### src/rtl/sid_pkg.sv
// Shared package for the shuffled ID dispenser: widths, command and status codes,
// and the item and divider command structs. No dependencies.
`default_nettype none

package sid_pkg;

   localparam int TABLE_SIZE = 1024;
   localparam int IDX_W      = $clog2(TABLE_SIZE);   // table address / position width
   localparam int ID_W       = IDX_W + 1;            // identifiers 1..TABLE_SIZE, count N
   localparam int RAND_W     = 31;
   localparam int CMD_W      = 2;
   localparam int STAT_W     = 2;
   localparam int STEP_W     = $clog2(RAND_W);       // serial divider step counter

   localparam logic [CMD_W-1:0] CMD_START   = 2'd0;
   localparam logic [CMD_W-1:0] CMD_SHUFFLE = 2'd1;
   localparam logic [CMD_W-1:0] CMD_DRAW    = 2'd2;

   localparam logic [STAT_W-1:0] STAT_DRAWN   = 2'd0;
   localparam logic [STAT_W-1:0] STAT_STARTED = 2'd1;
   localparam logic [STAT_W-1:0] STAT_SHUFFLED = 2'd2;
   localparam logic [STAT_W-1:0] STAT_REFUSED = 2'd3;

   typedef struct packed {
      logic [CMD_W-1:0]  cmd;
      logic [RAND_W-1:0] rand_a;
      logic [RAND_W-1:0] rand_b;
   } sid_req_type;

   typedef struct packed {
      logic [ID_W-1:0]   id_value;
      logic [STAT_W-1:0] status;
   } sid_rsp_type;

   // launch command for one serial remainder lane
   typedef struct packed {
      logic              start;
      logic [RAND_W-1:0] dividend;
      logic [ID_W-1:0]   divisor;
   } rem_cmd_type;

endpackage

`default_nettype wire

### src/rtl/sid_rem_unit.sv
// Bit-serial restoring remainder: dividend mod divisor, one dividend bit per cycle.
// Depends on sid_pkg.
`default_nettype none

module sid_rem_unit
   import sid_pkg::*;
(
   input  wire logic              clock,
   input  wire logic              reset,
   input  wire rem_cmd_type       cmd,
   output logic                   done,
   output logic [IDX_W-1:0]       remainder
);

   localparam logic [STEP_W-1:0] LAST_STEP = STEP_W'(RAND_W - 1);

   logic [RAND_W-1:0] dvd_ff;
   logic [ID_W-1:0]   divisor_ff;
   logic [IDX_W-1:0]  rem_ff;
   logic [STEP_W-1:0] step_ff;
   logic              busy_ff;
   logic              done_ff;

   logic [ID_W-1:0]   trial;
   logic [ID_W-1:0]   diff;
   logic [IDX_W-1:0]  rem_in;

   // remainder stays below the divisor, so the restored value fits IDX_W bits
   assign trial  = {rem_ff, dvd_ff[RAND_W-1]};
   assign diff   = trial - divisor_ff;
   assign rem_in = (trial >= divisor_ff) ? diff[IDX_W-1:0] : trial[IDX_W-1:0];

   always_ff @(posedge clock) begin
      if (reset) begin
         busy_ff <= 1'b0;
         done_ff <= 1'b0;
         step_ff <= '0;
      end else begin
         done_ff <= 1'b0;
         if (cmd.start) begin
            busy_ff    <= 1'b1;
            step_ff    <= '0;
            dvd_ff     <= cmd.dividend;
            divisor_ff <= cmd.divisor;
            rem_ff     <= '0;
         end else if (busy_ff) begin
            rem_ff  <= rem_in;
            dvd_ff  <= {dvd_ff[RAND_W-2:0], 1'b0};
            step_ff <= step_ff + 1'b1;
            if (step_ff == LAST_STEP) begin
               busy_ff <= 1'b0;
               done_ff <= 1'b1;
            end
         end
      end
   end

   assign done      = done_ff;
   assign remainder = rem_ff;

endmodule

`default_nettype wire

### config.mk
export PLATFORM = sky130hd
export DESIGN_NAME = sid_rem_unit
export DESIGN_NICKNAME = d
export VERILOG_FILES = /design/src/rtl/sid_pkg.sv /design/src/rtl/sid_rem_unit.sv
export SDC_FILE = /design/constraint.sdc
export NUM_CORES = 1
export LEC_CHECK = 0
export BUFFER_PORTS_ARGS = -buffer_cell sky130_fd_sc_hd__buf_2
export CAP_MARGIN = 20
export CORE_MARGIN = 2
export CORE_UTILIZATION = 45
export CTS_CLUSTER_DIAMETER = 120
export DETAILED_ROUTE_END_ITERATION = 8
export GPL_TIMING_DRIVEN = 0
export HOLD_SLACK_MARGIN = 0.12
export MAX_ROUTING_LAYER = met4
export PLACE_DENSITY = 0.69
export SETUP_SLACK_MARGIN = 0.15
export SYNTH_ARGS = -nofsm -noshare
export SYNTH_HDL_FRONTEND = slang
export SYNTH_SLANG_ARGS = --single-unit
### constraint.sdc
create_clock -name clock -period 2.8 [get_ports clock]
set_input_delay 0.14 -clock clock [delete_from_list [all_inputs] [get_ports clock]]
set_output_delay 0.14 -clock clock [all_outputs]
set_load 0.01 [all_outputs]
==> results.cfg, run 1 <==
[status]
status = completed

[power_and_ir_drop]
seqPwrFrac = 0.492
p_leak_nw = 1.58
comb_power_share = 0.207
switchingPower_mw = 0.561
netSwitchingFraction = 0.261
peakVddDrop_v = 0.000365
intPower_mw = 1.59
pwr_density_cell_mw_per_mm2 = 540
power_frac_clock = 0.301

[clock_network]
cts-resized-gates = 0
max-clock-path-buffers = 2
numCtsBuffers = 9
path_clk_slew_ns = 0.06
htree_levels = 3
cts_sinks = 59
cts_tree = yes
cts_setup_buffers = 0
insertion_delay_ns = 0.33
cts-root-buf = clkbuf_8
hold_buffers = 39

[logic_synthesis]
seq_area_frac_synth = 0.562
synth_compound_area_frac = 0.123
ys.flop_type = edfxtp_1
syn_area_per_cell_um2 = 13.0
synth_top_family_by_area = compound AO/OA/AOI/OAI gates
yosys-mux-area-fraction = 0.111
ys_ff_latch = 59
synth_edf_count = 52
synthDistinctLibCells = 47
syn_area_mm2 = 0.00303
ys_async_sr_fraction = 0
synth-xor-area-share = 0.0202
synthSimpleGateAreaFrac = 0.0863
synthesis.nets = 293
synth_cells = 234
yosys.area_share.adder = 0.0603
ys_warn_count = 0

[sta]
hold_violations = 0
worst_slack_ns = 0.435
final-max-slew-violation-count = 0
worst_pin_slew_ns = 0.946
final.setup.tns_ns = 0
setup-violations-final = 0
slew_headroom = 0.367
finalCriticalPeriod_ns = 2.36
rsz0062_at_grt = false
fmax_mhz = 423
fin_crit_sh = 0.845
worst_clock_skew_ns = 0.00850

[drt]
drt-initial-drc-count = 86
first_pass_iters = 4
drt-vias-per-instance = 5.29
ant_nets = 0
finalWirelength_mm = 6.26
num_vias = 2234
drcViolationCount = 0
routedWlPerCell_um = 14.8

[worst_setup_path]
critPathRequiredTime_ns = 2.87
end_kind = register
worstSetupStartpointType = register
critPathKind = reg2reg
cp_data_arrival_time_ns = 2.44
crit_fanout = 3

[global_routing]
grt_pass1_vias = 2240
antenna_found_initial = 0
grt_max_degree = 36
grt_pass1_wl_mm = 10.2
globalRouteTotalUtil = 0.185
grt_overflow = 0

[place]
pre_cts_ws_ns = 0.449
place_area_mm2 = 0.00343
dp.final_hpwl_mm = 4.21
place_inst = 367
place_congestion = 0.810
portBuffers = 55

[die]
coreArea_mm2 = 0.00642
die_x_um = 86.1
dieArea_mm2 = 0.00741
initial_utilization = 0.472
ios = 56
fp.dieH_um = 86.1
rows = 29

[layout]
fin_cells = 422
syn_to_final_growth_pct = 31.5
drive_gt1_frac = 0.325
final_nets = 399
fill_cells = 522
diodes = 0
fin_area_mm2 = 0.00398

[flow_run]
cap_viol_max_count = 0

[hold_path]
holdCritPathClass = in2reg
## kinds of logic after synthesis
| family | Yosys count |
|---|---|
| AO/OA/AOI/OAI | 49 |
| XOR/XNOR | 7 |
| flip-flops | 59 |
| buffers and inverters | 26 |
| adder cells (fa/ha/maj) | 14 |
| AND/OR/NAND/NOR | 49 |
| multiplexers | 30 |
## layer usage
layer | global-route usage | share of wire
met1 | 0.234 | 0.44
met2 | 0.291 | 0.49
met3 | 0.0414 | 0.056
met4 | 0.0722 | 0.014
met5 | - | 0
## layout make-up
| type | instances | area, um^2 | share of cell area |
|---|---|---|---|
| inverter | 16 | 60.1 | 0.0151 |
| multi-input combinational | 149 | 1220 | 0.307 |
| clock inverter | 3 | 15.0 | 0.00377 |
| clock buffer | 13 | 149 | 0.0374 |
| timing repair buffer | 95 | 686 | 0.172 |
| tap | 77 | 96.3 | 0.0242 |
| sequential | 59 | 1700 | 0.427 |
| buffer | 10 | 53.8 | 0.0135 |
## synth_stat cells, types with 2 or more instances
library cell  number  area, um^2
a211oi_1           2        15.0
a21o_1             3        22.5
a21oi_1           13        65.1
a21oi_2            2        17.5
a311oi_1           2        17.5
buf_1              3        11.3
buf_6              2        22.5
clkbuf_1           4        15.0
dfxtp_1            7         140
edfxtp_1          52        1560
ha_1              13         163
inv_1             16        60.1
mux2_2            30         338
nand2_1            5        18.8
nand3_1            8        40.0
nand4_1            5        31.3
nor2_1            13        48.8
nor2b_1            2        12.5
nor3_1             3        15.0
nor3b_1            3        22.5
o211ai_1           4        30.0
o21ai_0            6        30.0
o21ai_1            4        20.0
o21ai_2            2        17.5
o21bai_1           2        15.0
or3_1              2        12.5
xnor2_1            2        17.5
xor2_1             5        43.8
## critical path, cell delays in order (launching register included)
cell	delay, ns
edfxtp_1	0.41
inv_1	0.08
ha_1	0.17
inv_1	0.06
fa_1	0.42
a211oi_1	0.35
o21bai_1	0.15
a21oi_1	0.21
xor2_1	0.20
o21ai_1	0.08
## stage by stage
step | utilization | hold WS, ns | power (mW)
2_1_floorplan | - | 0.212 | 1.36
3_3_place_gp | 0.530 | 0.319 | 1.46
3_5_place_dp | 0.534 | 0.318 | 1.47
4_1_cts | 0.620 | 0.120 | 2.16
5_1_grt | 0.620 | 0.131 | 2.25
6_report | 0.620 | 0.130 | 2.15
## state kept, by name, indices dropped and copies added, names as in the netlist
| signal | flops |
|---|---|
| done | 1 |
| step_ff | 5 |
| divisor_ff | 11 |
| dvd_ff | 31 |
| busy_ff | 1 |
| remainder | 10 |
## path summary, 6_finish.rpt
kind | depth (start not counted) | endpoint | start | slack [ns]
worst max register to register | 9 | remainder[6] | dvd_ff[30] | 0.44
worst max-delay path | 9 | remainder[6] | dvd_ff[30] | 0.44
worst min register to register | 2 | step_ff[4] | step_ff[4] | 0.51
worst min-delay path | 2 | dvd_ff[30] | cmd[41] | 0.13
## cells in the final DEF (no fill, tap or decap), drive strengths merged, types with 3 or more instances in the layout
master / n
dfxtp: 7
xor2: 5
a311oi: 3
a21o: 3
clkinv: 3
nand2: 5
mux2: 30
clkbuf: 17
o21ai: 12
edfxtp: 52
nand4: 6
nor3b: 3
o211ai: 4
ha: 13
nand3: 8
nor2: 13
dlygate4sd3: 39
a21oi: 16
inv: 16
nor3: 3
buf: 62
## power by group through the flow
stage,Clock (mW),Combinational [mW],Sequential (mW)
final,0.647,0.444,1.06
after global routing,0.695,0.492,1.06
after CTS,0.662,0.441,1.06
after detailed placement,0,0.397,1.08
after global placement,0,0.383,1.08
after floorplan,0,0.282,1.07
(Power assumes the default switching activity.)
==> inputs of run 2 (changes only) <==
- PLACE_DENSITY: 0.69 -> 0.67
- clock period: 2.8 -> 2.4 ns (I/O delays scaled with it)
==> results.cfg, run 2 (synthesis gave the netlist of run 1 again) <==
[global_routing]
grt_pass1_vias = 2237
globalRouteTotalUtil = 0.190
grt_max_degree = 36
grt_overflow = 0
antenna_found_initial = 0
grt_pass1_wl_mm = 10.4

[sta]
slew_headroom = 0.370
setup-violations-final = 0
fmax_mhz = 462
final.setup.tns_ns = 0
hold_violations = 0
worst_clock_skew_ns = 0.00400
rsz0062_at_grt = false
hold-worst-slack_ns = 0.385
fin_crit_sh = 0.902
finalCriticalPeriod_ns = 2.17
worst_slack_ns = 0.235
final-max-slew-violation-count = 0
worst_pin_slew_ns = 0.942

[drt]
wl_met2_mm = 3.16
routedWlPerCell_um = 15.1
drt-met1-wl_mm = 2.97
drcViolationCount = 0
ant_nets = 0
drt-vias-per-instance = 5.28
num_vias = 2267
routed.top_layer = met4
first_pass_iters = 4
met3_wirelength_um = 217
drt-initial-drc-count = 91
finalWirelength_mm = 6.48

[layout]
layout_commonest_cell = buf_2
final_cell_mix = 55 x buf_2, 52 x edfxtp_1, 43 x dlygate4sd3_1
fin_area_mm2 = 0.00416
syn_to_final_growth_pct = 37.2
drive_gt1_frac = 0.352
final_nets = 406
fin_cells = 429
diodes = 0
fin_util = 0.647
fill_cells = 500
top_register = dvd_ff
largest_reg_flops = 31

[flow_run]
cap_viol_max_count = 0

[clock_network]
cts_sinks = 59
htree_levels = 3
cts-root-buf = clkbuf_8
max-clock-path-buffers = 2
insertion_delay_ns = 0.33
cts_tree = yes
path_clk_slew_ns = 0.06
numCtsBuffers = 9

[place]
place_congestion = 0.786
dp.final_hpwl_mm = 4.13
pre_cts_ws_ns = 0.131
place_inst = 367
portBuffers = 55
place_area_mm2 = 0.00343

[worst_setup_path]
crit_fanout = 10
r2r-end = remainder[0]
reg2reg_from = remainder[3]
critPathKind = reg2reg
r2r_cells = 7
reg2reg_slack_ns = 0.23
cp-startpoint = remainder[3]
worstSetupStartpointType = register
cp_data_arrival_time_ns = 2.25
end_kind = register
critPathRequiredTime_ns = 2.48
crit_end = remainder[0]

[die]
initial_utilization = 0.472
rows = 29
dieArea_mm2 = 0.00741
die_x_um = 86.1
coreArea_mm2 = 0.00642
ios = 56
fp.dieH_um = 86.1

[power_and_ir_drop]
p_leak_nw = 1.62
p_total_mw = 2.63
pwr_density_cell_mw_per_mm2 = 633
peakVddDrop_v = 0.000352

[hold_path]
holdCritPathClass = in2reg
min_from = cmd[42]

[status]
status = completed
-- run 2: layer usage --
metal / global-route usage / vias up
met5: - / -
met3: 0.0327 / 17
met4: 0.105 / 0
li1: - / 1114
met1: 0.238 / 1086
met2: 0.293 / 50
-- run 2: final cells by class --
cell class | instances | area, um^2 | area share
Multi-Input combinational cell | 149 | 1300 | 0.313
Tap cell | 77 | 96.3 | 0.0232
Timing Repair Buffer | 102 | 761 | 0.183
Clock inverter | 3 | 38.8 | 0.00933
Sequential cell | 59 | 1700 | 0.409
Inverter | 16 | 60.1 | 0.0144
Buffer | 10 | 57.6 | 0.0138
Clock buffer | 13 | 139 | 0.0334
-- run 2: worst min-delay path by stage --
| stage | to | cells after the start |
|---|---|---|
| after global placement | divisor_ff[1] | 1 |
| after global routing | step_ff[2] | 4 |
| final | step_ff[2] | 4 |
| after floorplan | busy_ff | 1 |
| after detailed placement | divisor_ff[7] | 1 |
| after CTS | step_ff[2] | 4 |
-- run 2: timing repair --
action | 4_1_cts | 5_1_grt
endpoints found under the setup margin | 5 | 10
pin swaps | 0 | 6
hold buffers | 43 | 0
endpoints found under the hold margin | 43 | 0
gates resized for setup | 2 | 16
setup buffers | 1 | 2
-- run 2: critical path: stages (launching register included) --
cell,delay (ns)
edfxtp_1,0.46
ha_4,0.25
buf_6,0.13
a21oi_4,0.16
o21ai_4,0.10
a221o_1,0.37
buf_6,0.15
o311a_1,0.30
-- run 2: power by group --
part | switching, mW | internal (mW) | total (mW)
Sequential | 0.0322 | 1.20 | 1.24
Clock | 0.362 | 0.476 | 0.837
Combinational | 0.280 | 0.278 | 0.559
Total | 0.674 | 1.96 | 2.63
==> inputs of run 3 (changes only) <==
- GPL_TIMING_DRIVEN: 0 -> unset
- clock period: 2.4 -> 2.8 ns (I/O delays scaled with it)
==> results.cfg, run 3 (synthesis gave the netlist of run 1 again) <==
[die]
coreArea_mm2 = 0.00642
ios = 56
fp.dieH_um = 86.1
dieArea_mm2 = 0.00741
die_x_um = 86.1
initial_utilization = 0.472
rows = 29

[power_and_ir_drop]
peakVddDrop_v = 0.000338
pwr_density_cell_mw_per_mm2 = 566
p_leak_nw = 1.60
p_total_mw = 2.27

[worst_setup_path]
critPathMaxStageDelay_ns = 0.43
path_delay_family = compound AO/OA/AOI/OAI gates
critPathRequiredTime_ns = 2.88
path_cells = inv_1 -> ha_1 -> inv_1 -> fa_1 -> a211oi_1 -> o211ai_1 -> a21o_1 -> o211ai_1 -> a21oi_1
end_kind = register
cp_num_cells = 9
slowest_stage = fa_1
cp_num_buf_inv = 2
cp_data_arrival_time_ns = 2.37
worstSetupStartpointType = register
crit_fanout = 3
r2r_cells = 9
critPathKind = reg2reg

[clock_network]
insertion_delay_ns = 0.33
numCtsBuffers = 9
max-clock-path-buffers = 2
cts_tree = yes
cts-root-buf = clkbuf_8
path_clk_slew_ns = 0.07
htree_levels = 3
cts_sinks = 59
cts-resized-gates = 0

[drt]
drt-initial-drc-count = 144
num_vias = 2218
routedWlPerCell_um = 15.1
ant_nets = 0
drcViolationCount = 0
first_pass_iters = 4
finalWirelength_mm = 6.30
drt-vias-per-instance = 5.31

[layout]
final_cell_mix = 55 x buf_2, 52 x edfxtp_1, 42 x dlygate4sd3_1
largest_reg_flops = 31
top_register = dvd_ff
diodes = 0
layout_commonest_cell = buf_2
final_nets = 396
drive_gt1_frac = 0.331
fin_cells = 418
syn_to_final_growth_pct = 32.2
fin_util = 0.624

[sta]
final-max-slew-violation-count = 0
finalCriticalPeriod_ns = 2.28
worst_clock_skew_ns = 0.00620
setup-violations-final = 0
slew_headroom = 0.625
worst_pin_slew_ns = 0.562
fin_crit_sh = 0.816
fmax_mhz = 438
final.setup.tns_ns = 0
hold_violations = 0
rsz0062_at_grt = false

[status]
status = completed

[global_routing]
grt_pass1_wl_mm = 10.3
globalRouteTotalUtil = 0.191
grt_overflow = 0
grt_max_degree = 42
antenna_found_initial = 0
grt_pass1_vias = 2219

[flow_run]
cap_viol_max_count = 0

[place]
portBuffers = 55
place_inst = 361
dp.final_hpwl_mm = 4.10
place_congestion = 0.915

[hold_path]
holdCritPathClass = in2reg
hold_depth = 2
run 3: cell types whose count changed in the layout (fill, tap and decap cells not counted), moves of 3 or more:
cell	before	now
ha_4	3	0
clkbuf_1	7	1
buf_4	2	5
buf_1	3	0
ha_1	8	13
run 3: area by class of cell:
type	instances	area (um^2)
fillers	505	2410
flip-flops and latches	59	1700
inverters	16	60.1
well taps	77	96.3
repair buffers	102	733
clock buffers	12	155
clock inverters	3	38.8
multi-input cells	149	1220
run 3: timing repair:
| item | 4_1_cts | 5_1_grt |
|---|---|---|
| hold endpoints to repair | 42 | 0 |
| hold buffers | 42 | 0 |
| setup buffers | 0 | 0 |
| endpoints found under the setup margin | 0 | 0 |
run 3: stage by stage:
stage                     worst slack, ns  instance area [um^2]  hold WS, ns
final                               0.516                  4010        0.137
after global routing                0.364                  4010        0.132
after floorplan                     0.649                  3030        0.212
after CTS                           0.504                  4010        0.127
after detailed placement            0.543                  3390        0.319
after global placement              0.575                  3390        0.318
run 3: power by group:
part           switching, mW  internal [mW]  total (mW)  leakage, nW
logic                  0.221          0.209       0.430        0.943
registers             0.0267           1.03        1.06        0.554
clock network          0.329          0.451       0.780       0.0999
total                  0.577           1.69        2.27         1.60
run 3: final timing paths:
check	from	end	slack (ns)
max	dvd_ff[30]	remainder[8]	0.52
min	cmd[38]	dvd_ff[27]	0.14
min reg2reg	step_ff[4]	step_ff[4]	0.52
max reg2reg	dvd_ff[30]	remainder[8]	0.52
run 3: per-layer routing:
| metal | part of all wire | global-route usage | up-vias |
|---|---|---|---|
| li1 | - | - | 1089 |
| met1 | 0.44 | 0.228 | 1058 |
| met2 | 0.49 | 0.300 | 61 |
| met3 | 0.049 | 0.0395 | 10 |
| met4 | 0.020 | 0.105 | 0 |
| met5 | 0 | - | - |
